--- src/rtl/srpq_pkg.sv ---
// Shared types and constants for the sorted ring priority queue.
// Holds the command and status codes, field widths and the controller state type.
// No dependencies.
`timescale 1ns / 1ps
`default_nettype none

package srpq_pkg;

  localparam int unsigned DATA_W   = 32;
  localparam int unsigned STATUS_W = 2;
  localparam int unsigned OCC_W    = 5;

  localparam logic [DATA_W-1:0] MINUS_ONE = {DATA_W{1'b1}};

  typedef enum logic {
    CMD_ENQUEUE = 1'b0,
    CMD_DEQUEUE = 1'b1
  } cmd_e;

  typedef enum logic [STATUS_W-1:0] {
    ST_DONE  = 2'd0,
    ST_FULL  = 2'd1,
    ST_EMPTY = 2'd2
  } status_e;

  typedef enum logic [3:0] {
    S_IDLE = 4'b0001,
    S_DEQ  = 4'b0010,
    S_ENQ  = 4'b0100,
    S_RESP = 4'b1000
  } state_e;

endpackage : srpq_pkg

`default_nettype wire

--- src/rtl/sorted_ring_priority_queue_unit.sv ---
// Sorted ring priority queue: top level with ring memory and insertion sequencer.
// Depends on srpq_pkg for codes, widths and the state type.
//
// Usage: transactions enter on the slave stream. tuser[0] is the command
// (0 enqueue tdata[31:0], 1 dequeue the largest entry). Every input transaction
// produces exactly one result transaction on the master stream: tdata carries
// the dequeued value (or -1) in bits 31:0 and the occupancy after the item in
// bits 36:32, and tuser carries the status (done, full, empty).
// Entries live in a ring memory in descending order starting at a head pointer,
// so a dequeue only reads the head and advances it. An enqueue walks from the
// tail toward the head, reading one entry per cycle through the synchronous
// memory and moving each smaller entry one slot back until the insertion point
// is found. Equal values stay in arrival order.
// Sequencing: the block works on one transaction at a time. A dequeue passes
// through S_DEQ and S_RESP before it is ready again, a rejected or empty item
// through S_RESP alone, and an enqueue stays in S_ENQ while it moves each held
// entry smaller than the new value, then writes it; the single read port paces the walk.
// When the receiver stalls, the result waits in the output register while the
// next transaction is accepted and processed; it then waits in the sequencer.
// Reset empties the queue (count and head cleared); memory contents are not
// cleared and are never used before being written.
`timescale 1ns / 1ps
`default_nettype none

module sorted_ring_priority_queue_unit
  import srpq_pkg::*;
#(
  parameter int unsigned DEPTH = 16
) (
  input  wire logic        clk_i,
  input  wire logic        rst_ni,
  input  wire logic        s_axis_tvalid_i,
  output logic             s_axis_tready_o,
  input  wire logic [31:0] s_axis_tdata_i,   // [31:0] value
  input  wire logic [0:0]  s_axis_tuser_i,   // [0] command
  output logic             m_axis_tvalid_o,
  input  wire logic        m_axis_tready_i,
  output logic [39:0]      m_axis_tdata_o,   // [31:0] data, [36:32] occupancy, zero pad
  output logic [1:0]       m_axis_tuser_o    // [1:0] status
);

  localparam int unsigned AW = (DEPTH > 1) ? $clog2(DEPTH) : 1;
  localparam int unsigned CW = $clog2(DEPTH + 1);
  localparam int unsigned OW = (CW > OCC_W) ? CW : OCC_W;

  // Ring pointer helpers; DEPTH need not be a power of two.
  function automatic logic [AW-1:0] ptr_dec(input logic [AW-1:0] p);
    logic [AW-1:0] r;
    if (p == '0) r = AW'(DEPTH - 1);
    else         r = p - AW'(1);
    return r;
  endfunction

  function automatic logic [AW-1:0] ptr_inc(input logic [AW-1:0] p);
    logic [AW-1:0] r;
    if (p == AW'(DEPTH - 1)) r = '0;
    else                     r = p + AW'(1);
    return r;
  endfunction

  // Ring memory with registered read data.
  logic [DATA_W-1:0] mem_q [DEPTH];
  logic [DATA_W-1:0] mem_rdata_q;
  logic              mem_we;
  logic [AW-1:0]     mem_waddr;
  logic [DATA_W-1:0] mem_wdata;
  logic [AW-1:0]     mem_raddr;

  always_ff @(posedge clk_i) begin
    if (mem_we) begin
      mem_q[mem_waddr] <= mem_wdata;
    end
    mem_rdata_q <= mem_q[mem_raddr];
  end

  // Control and payload registers.
  state_e            state_q, state_d;
  logic [CW-1:0]     count_q, count_d;
  logic [AW-1:0]     head_q, head_d;
  logic [AW-1:0]     wr_ptr_q, wr_ptr_d;
  logic [AW-1:0]     rd_ptr_q, rd_ptr_d;
  logic [CW-1:0]     rem_q, rem_d;
  logic [DATA_W-1:0] val_q, val_d;
  logic [DATA_W-1:0] res_data_q, res_data_d;
  status_e           res_status_q, res_status_d;

  logic              m_valid_q, m_valid_d;
  logic [DATA_W-1:0] m_data_q, m_data_d;
  logic [OCC_W-1:0]  m_occ_q, m_occ_d;
  status_e           m_status_q, m_status_d;

  logic              s_accept;
  logic [AW:0]       tail_sum;
  logic [AW-1:0]     tail_ptr;
  logic [OW-1:0]     count_ext;

  assign s_axis_tready_o = (state_q == S_IDLE);
  assign s_accept        = s_axis_tvalid_i && s_axis_tready_o;

  // Physical slot just past the last valid entry.
  assign tail_sum = {1'b0, head_q} + (AW + 1)'(count_q);
  assign tail_ptr = (tail_sum >= (AW + 1)'(DEPTH)) ? AW'(tail_sum - (AW + 1)'(DEPTH))
                                                   : tail_sum[AW-1:0];
  assign count_ext = OW'(count_q);

  always_comb begin
    state_d      = state_q;
    count_d      = count_q;
    head_d       = head_q;
    wr_ptr_d     = wr_ptr_q;
    rd_ptr_d     = rd_ptr_q;
    rem_d        = rem_q;
    val_d        = val_q;
    res_data_d   = res_data_q;
    res_status_d = res_status_q;
    mem_we       = 1'b0;
    mem_waddr    = wr_ptr_q;
    mem_wdata    = val_q;
    mem_raddr    = head_q;

    m_valid_d  = m_valid_q && !m_axis_tready_i;
    m_data_d   = m_data_q;
    m_occ_d    = m_occ_q;
    m_status_d = m_status_q;

    case (state_q)
      S_IDLE: begin
        if (s_accept) begin
          val_d      = s_axis_tdata_i;
          res_data_d = MINUS_ONE;
          if (s_axis_tuser_i[0] == CMD_DEQUEUE) begin
            if (count_q == '0) begin
              res_status_d = ST_EMPTY;
              state_d      = S_RESP;
            end else begin
              // Head is read this cycle; data arrives in S_DEQ.
              res_status_d = ST_DONE;
              state_d      = S_DEQ;
            end
          end else begin
            if (count_q == CW'(DEPTH)) begin
              res_status_d = ST_FULL;
              state_d      = S_RESP;
            end else begin
              res_status_d = ST_DONE;
              wr_ptr_d     = tail_ptr;
              rd_ptr_d     = ptr_dec(tail_ptr);
              mem_raddr    = ptr_dec(tail_ptr);
              rem_d        = count_q;
              state_d      = S_ENQ;
            end
          end
        end
      end

      S_DEQ: begin
        res_data_d = mem_rdata_q;
        head_d     = ptr_inc(head_q);
        count_d    = count_q - CW'(1);
        state_d    = S_RESP;
      end

      S_ENQ: begin
        mem_we = 1'b1;
        if ((rem_q != '0) && ($signed(mem_rdata_q) < $signed(val_q))) begin
          // Move the smaller entry one slot toward the tail and fetch the next one.
          mem_wdata = mem_rdata_q;
          wr_ptr_d  = rd_ptr_q;
          rd_ptr_d  = ptr_dec(rd_ptr_q);
          mem_raddr = ptr_dec(rd_ptr_q);
          rem_d     = rem_q - CW'(1);
        end else begin
          mem_wdata = val_q;
          count_d   = count_q + CW'(1);
          state_d   = S_RESP;
        end
      end

      S_RESP: begin
        if (!m_valid_q || m_axis_tready_i) begin
          m_valid_d  = 1'b1;
          m_data_d   = res_data_q;
          m_status_d = res_status_q;
          m_occ_d    = count_ext[OCC_W-1:0];
          state_d    = S_IDLE;
        end
      end

      default: begin
        state_d = S_IDLE;
      end
    endcase
  end

  always_ff @(posedge clk_i or negedge rst_ni) begin
    if (!rst_ni) begin
      state_q   <= S_IDLE;
      count_q   <= '0;
      head_q    <= '0;
      m_valid_q <= 1'b0;
    end else begin
      state_q   <= state_d;
      count_q   <= count_d;
      head_q    <= head_d;
      m_valid_q <= m_valid_d;
    end
  end

  always_ff @(posedge clk_i) begin
    wr_ptr_q     <= wr_ptr_d;
    rd_ptr_q     <= rd_ptr_d;
    rem_q        <= rem_d;
    val_q        <= val_d;
    res_data_q   <= res_data_d;
    res_status_q <= res_status_d;
    m_data_q     <= m_data_d;
    m_occ_q      <= m_occ_d;
    m_status_q   <= m_status_d;
  end

  assign m_axis_tvalid_o = m_valid_q;
  assign m_axis_tdata_o  = {3'b000, m_occ_q, m_data_q};
  assign m_axis_tuser_o  = m_status_q;

  // The queue never holds more than DEPTH entries.
  a_count_bound: assert property (@(posedge clk_i) disable iff (!rst_ni)
    count_q <= CW'(DEPTH))
    else $error("queue count exceeds depth");

  // The insertion walk never looks past the head of the queue.
  a_walk_bound: assert property (@(posedge clk_i) disable iff (!rst_ni)
    (state_q == S_ENQ) |-> (rem_q < CW'(DEPTH)) && (count_q < CW'(DEPTH)))
    else $error("insertion walk out of range");

  // An empty result reports no entries and the -1 marker.
  a_empty_result: assert property (@(posedge clk_i) disable iff (!rst_ni)
    (m_valid_q && (m_status_q == ST_EMPTY)) |-> (m_occ_q == '0) && (m_data_q == MINUS_ONE))
    else $error("empty result with entries or data");

  // A full rejection reports the queue at capacity. The live count may already
  // have moved on while the result waits, so only the captured fields are checked.
  a_full_result: assert property (@(posedge clk_i) disable iff (!rst_ni)
    (m_valid_q && (m_status_q == ST_FULL)) |->
      (m_occ_q == OCC_W'(DEPTH)) && (m_data_q == MINUS_ONE))
    else $error("full result while queue not at capacity");

endmodule : sorted_ring_priority_queue_unit

`default_nettype wire
--- config.mk ---
export PLATFORM = sky130hd
export DESIGN_NAME = sorted_ring_priority_queue_unit
export DESIGN_NICKNAME = d
export VERILOG_FILES = /design/src/rtl/srpq_pkg.sv /design/src/rtl/sorted_ring_priority_queue_unit.sv
export SDC_FILE = /design/constraint.sdc
export NUM_CORES = 1
export LEC_CHECK = 0
export ABC_AREA = 1
export BUFFER_PORTS_ARGS = -buffer_cell sky130_fd_sc_hd__buf_2
export CORE_MARGIN = 2
export CORE_UTILIZATION = 45
export CTS_CLUSTER_DIAMETER = 150
export DETAILED_ROUTE_END_ITERATION = 8
export GPL_TIMING_DRIVEN = 0
export PLACE_DENSITY = 0.72
export SLEW_MARGIN = 30
export SYNTH_ARGS = -nofsm -noshare
export SYNTH_HDL_FRONTEND = slang
export SYNTH_SLANG_ARGS = --single-unit
--- constraint.sdc ---
create_clock -name clk_i -period 3.5 [get_ports clk_i]
set_input_delay 0.7 -clock clk_i [delete_from_list [all_inputs] [get_ports clk_i]]
set_output_delay 0.7 -clock clk_i [all_outputs]
set_load 0.01 [all_outputs]
# Word level (Yosys, flattened, before mapping)
# Memory sizes are Yosys's and may differ from the RTL's. A register that Yosys moved wholly into a read port is not among the register bits.
# Cells that the tools add are included.
# totals
regBits,132
ram_bits,512
in_bits,37
output_inout_bits,44
elab_cells,100
mem_count,1
# memory_table
memory,depth,width,rd,rd_ports_with_merged_regs,wr,line_no,source
mem_q,16,32,1,1,1,sorted_ring_priority_queue_unit.sv:62,logic [DATA_W-1:0] mem_q [DEPTH];
# op_classes
n_addsub,8
order_cmp,2
n_eq_ne,12
n_mux,45
n_reduce_logical,19
# ops
op,n
2-to-1 mux 32 bit,3
2-to-1 mux 4 bit,22
case mux 32 bit (2 select lines),1
less-than comparator 32 bit,1
2-to-1 mux 5 bit,5
case mux 4 bit (2 select lines),3
case mux 5 bit (2 select lines),2
case mux 4 bit (4 select lines),1
"subtractor 4 x 1 -> 4 bit, second input constant",3
"inequality test 2 bit, second input constant",5
"subtractor 5 x 1 -> 5 bit, second input constant",2
"== test 4 bit, second input constant",2
logical NOT 4 bit,2
AND reduction 2 bit,4
2-to-1 mux 1 bit,6
nonzero test 2 bit,3
adder 4 x 5 -> 5 bit,1
"adder 5 x 1 -> 5 bit, second input constant",1
"== test 5 bit, second input constant",1
">= comparator 5 bit, second input constant",1
logical NOT 5 bit,1
AND reduction 5 bit,1
nonzero test 5 bit,1
"adder 4 x 1 -> 4 bit, second input constant",1
other kinds (9),13

# Depth between registers and ports, before layout
# depth
word_depth,9
depth_mapped,26
depth_no_buf,24

# Worst setup path after synthesis
# No wires, ideal clock.
# synth_timing
path_type,input-to-reg
from,in s_axis_tvalid_i
to,reg mem_rdata_q[10] (read register of mem_q)
setup_time_ps,114
arrival_ps,3146
t_required_ps,3386
setup_slack_ps,240
cell_stages,15
n_path_buf,2
path_cell_list,inv_1 > nor2_2 > inv_2 > nor3_4 > nand3_1 > a21oi_1 > nand2_2 > nand2_2 > buf_4 > buf_2 > nand2_1 > nand3_1 > nand3_1 > nand3_1 > nand2_1
# synth_via
elab_chain_cells,3
# synth_rtl
element,line_no,source
from (decl),sorted_ring_priority_queue_unit.sv:32,"input wire logic s_axis_tvalid_i,"
logical AND 1 bit,sorted_ring_priority_queue_unit.sv:98,assign s_accept = s_axis_tvalid_i && s_axis_tready_o;
2-to-1 mux 4 bit,sorted_ring_priority_queue_unit.sv:128,if (s_accept) begin
case mux 4 bit (2 select lines),sorted_ring_priority_queue_unit.sv:126,case (state_q)
to (decl),sorted_ring_priority_queue_unit.sv:63,logic [DATA_W-1:0] mem_rdata_q;
# Every way passes these cells.
# A chain may end at the register's enable or synchronous reset.

# Worst setup path after layout
# layout_timing
from,reg head_q[0]
to,reg mem_rdata_q[31] (read register of mem_q)
# layout_via
elab_chain_cells,9
elab_cells_between_ends,12
cone_classes,3 x add/sub; 1 x order compare; 7 x mux; 1 x reduce/logical
# layout_rtl
element,line_no,source
from (decl),sorted_ring_priority_queue_unit.sv:79,"logic [AW-1:0] head_q, head_d;"
from (signal assigned),sorted_ring_priority_queue_unit.sv:199,head_q <= '0;
from (signal assigned),sorted_ring_priority_queue_unit.sv:204,head_q <= head_d;
adder 4 x 5 -> 5 bit,sorted_ring_priority_queue_unit.sv:101,"assign tail_sum = {1'b0, head_q} + (AW + 1)'(count_q);"
subtractor 4 x 1 -> 4 bit or >= comparator 5 bit (tied branches),sorted_ring_priority_queue_unit.sv:102,assign tail_ptr = (tail_sum >= (AW + 1)'(DEPTH)) ? AW'(tail_sum - (AW + 1)'(DEPTH))
2-to-1 mux 4 bit,sorted_ring_priority_queue_unit.sv:102,
subtractor 4 x 1 -> 4 bit or logical NOT 4 bit (tied branches),"sorted_ring_priority_queue_unit.sv:50, sorted_ring_priority_queue_unit.sv:49",
2-to-1 mux 4 bit,sorted_ring_priority_queue_unit.sv:49,if (p == '0) r = AW'(DEPTH - 1);
2-to-1 mux 4 bit,sorted_ring_priority_queue_unit.sv:141,if (count_q == CW'(DEPTH)) begin
2-to-1 mux 4 bit,sorted_ring_priority_queue_unit.sv:131,if (s_axis_tuser_i[0] == CMD_DEQUEUE) begin
2-to-1 mux 4 bit,sorted_ring_priority_queue_unit.sv:128,
case mux 4 bit (2 select lines) *,sorted_ring_priority_queue_unit.sv:126,
# Mark *: on every way between the ends. The rest lies on a longest branch, timed or not.

==> key figures <==
Global routing
  • GRT overflow: 0
  • Met1 track demand over resource in global routing: 29.9%
  • Maximum number of pins on one net before global-route repair: 33
  • Met3 track demand over resource in global routing: 4.27%
  • Via count of the first global-routing pass: 19.7k
  • Met2 Use GR: 39.0%
  • GR Util All Layers: 23.5%
  • Antenna violations before repair: 1
  • Gr busiest metal: met2
  • Wire length of the first global-routing pass: 117,000 microns

Setup path
  • Arr. time, crit path: 3.79 ns
  • Critical setup path kind: register to register
  • Required arrival time at the worst endpoint: 3.94 ns
  • Family with the most delay on the worst path: simple AND/OR/NAND/NOR gates
  • Crit path max-delay cell type: sky130_fd_sc_hd__fa_1
  • Critical path peak fanout: 10
  • Buf/Inv on CP: 4
  • CP most frequent cell: sky130_fd_sc_hd__nand3_1
  • Critical Path Source Type: register
  • Ordered cell list for the critical path: ha_1, fa_1, inv_1, ha_1, inv_1, nor2_2, nand2_1, nand3_1, a21oi_2, nand2_4, nand2_4, buf_12, buf_8, nand2_1, nand3_1, nand3_1, nand3_1, nand2_1
  • Nature of the critical path endpoint: register
  • Worst path max stage delay: 0.52 ns

Layout
  • Fraction of final layout cells sized beyond drive strength 1: 15.9%
  • Filler Cell Count: 5,241
  • Net count reported at finish: 2,944
  • Final core utilization: 53.7%
  • Layout overhead on the synthesized area: 18.0%
  • Antenna diode count: 0
  • Finished Cell Area: 0.0346 sq mm
  • Area taken by multi-input logic gates: 0.00747 sq mm
  • Total area of sequential cells: 0.0199 sq mm

STA
  • Worst-case headroom to the max-slew limit: 44.4%
  • Final worst clock skew: 0.0194 ns
  • Upper clock frequency limit: 0.298 GHz
  • Setup Viol. Count Final: 0
  • Worst Max-Slew Pin Slew: 0.831 ns
  • Final clock period utilization by the worst path: 95.8%
  • Setup_tns: 0 ns
  • RSZ-0062 raised after global routing: true
  • Shortest clock period the worst path allows after layout: 3.35 ns
  • Max-slew violation count: 0
  • PnR worst setup slack: 0.148 ns
  • Hold Fails Final Rpt: 0

CTS
  • Maximum root-to-sink buffer count: 3
  • CTS tree: done
  • H-tree level count: 3
  • Clock slew at the register clock pins of the worst setup and hold paths: 0.06 ns
  • Clock network latency to the later pin of the worst-skew pair: 0.61 ns
  • CTS Sinks: 676
  • Root buf cell: sky130_fd_sc_hd__clkbuf_16
  • Number of buffers created by CTS: 66

Yosys
  • Cells after synthesis: 2,654
  • Synth top area share: 64.5%
  • Number of storage elements in the synthesis netlist: 676
  • Syn. warnings: 0
  • Total standard cell area after synthesis: 0.0294 sq mm
  • Cell variety after synth: 42
  • Largest area contributor in the synthesized netlist: sky130_fd_sc_hd__edfxtp_1
  • Top post-synthesis cells by area: sky130_fd_sc_hd__edfxtp_1, sky130_fd_sc_hd__nand3_1, sky130_fd_sc_hd__nand2_1
  • Mean area per synthesized cell: 11.1 sq um
  • Proportion of synthesized chip area in sequential cells: 67.8%

Die
  • Initial Utilization: 45.5%
  • Placement Rows: 93
  • Die H: 259 microns
  • Count of pins on the block boundary: 81
  • Floorplan die width: 259 microns
  • Die Area: 0.0673 sq mm
  • Core Region: 0.0645 sq mm

Routing
  • Number of vias per cell: 5.47
  • Aggregate routed wire length: 80,000 microns
  • ANT nets after route: 0
  • Detailed-router iteration count before antenna repair: 8
  • Overall via count from detail_route: 20.6k
  • Number of design-rule violations left by the first detailed-router iteration: 2,949
  • DRC violation count after routing: 0
  • Routed length per instance: 21.3 microns

Flow run
  • Max capacitance violation total: 0

Hold path
  • Type of the most critical hold path: input pin to register

Placement
  • Placed Area: 0.0320 sq mm
  • Post-placement setup slack: -0.209 ns
  • Half-perimeter wire length of the detailed placement result: 55,000 microns
  • Routability-driven placement congestion ratio: 0.894
  • Port bufs: 77

Run status
  • Status: finished, final reports clean
[logic make-up after synthesis]
logic type | synth area share, %
simple gates | 20.3
flops | 67.8
buf+inv | 7.83
compound gates | 1.69
fa+ha+maj | 1.93
xor+xnor | 0.358
other cells | 0.0128
[final timing paths]
path	start	end	slack [ns]	cells after the start
max	head_q[0]	mem_rdata_q[31]	0.15	18
min	s_axis_tdata_i[5]	val_q[5]	0.26	1
max in group asynchronous	rst_ni	state_q[0]	2.68	2
min in group asynchronous	rst_ni	head_q[1]	0.53	2
min reg2reg	res_data_q[4]	m_data_q[4]	0.42	0
max reg2reg	head_q[0]	mem_rdata_q[31]	0.15	18
[cell usage in the layout, fill, tap and decap left out, drive strengths merged, types with 5 or more instances in the layout]
| master | count |
|---|---|
| edfxtp | 630 |
| nand3 | 601 |
| nand2 | 502 |
| inv | 415 |
| buf | 223 |
| clkbuf | 151 |
| nand3b | 77 |
| o21ai | 54 |
| ha | 42 |
| nor2 | 41 |
| or2 | 34 |
| dfxtp | 32 |
| a21oi | 24 |
| clkinv | 17 |
| dfrtp | 13 |
| xor2 | 9 |
| nor3 | 8 |
| bufinv | 5 |
[flip-flops by register name, summed over array words and instances, names as in the netlist]
signal	flops
mem_rdata_q	32
rem_q	5
m_axis_tuser_o	2
rd_ptr_q	4
res_data_q	32
val_q	32
mem_q	512
head_q	4
m_axis_tvalid_o	1
m_occ_q	5
mem_waddr	4
state_q	4
count_ext	5
m_data_q	32
res_status_q	2
[per-layer routing]
| metal | vias to the layer above | routed length (microns) |
|---|---|---|
| met2 | 1208 | 38600 |
| met1 | 9836 | 29700 |
| li1 | 9385 | - |
| met3 | 177 | 8780 |
| met4 | 0 | 2950 |
| met5 | - | 0 |
[cells in the mapped netlist, drive strengths merged]
library cell,number
and3,1
o22ai,1
nor4,2
xor2,9
edfxtp,630
o21ai,54
nand4,4
nand2,502
nor3,8
fa,2
ha,42
xnor2,3
o21bai,2
a21oi,24
a31oi,3
buf,103
dfstp,1
dfxtp,32
o221ai,1
o21a,2
clkbuf,44
conb,1
inv,413
a22oi,1
nand3b,77
o211ai,1
or2,34
nor2,41
nand3,601
o2111ai,1
o31ai,1
dfrtp,13
[stage by stage]
stage                     hold slack (ns)  cells
after global routing                0.267   3765
after detailed placement            0.405   3638
after floorplan                     0.400   2656
after CTS                           0.248   3756
final                               0.265   3765
after global placement              0.401   3588
[repair_timing]
item	in CTS	in global routing
endpoints found under the hold margin	13	0
endpoints found under the setup margin	92	409
pin swaps	1	6
buffers inserted	2	10
hold buffers	1	0
gates resized for setup	41	135
[cell type report]
type,count,share of cell area (%)
multi-input combinational,1420,21.6
tap,855,3.09
sequential,676,57.5
timing repair buffer,140,4.08
buffer,146,3.20
clock buffer,89,5.32
clock inverter,26,0.766
inverter,413,4.48
Power is left out: the tool's default activity adds up to more than one toggle a clock period on the data nets, which glitch-free logic cannot reach.
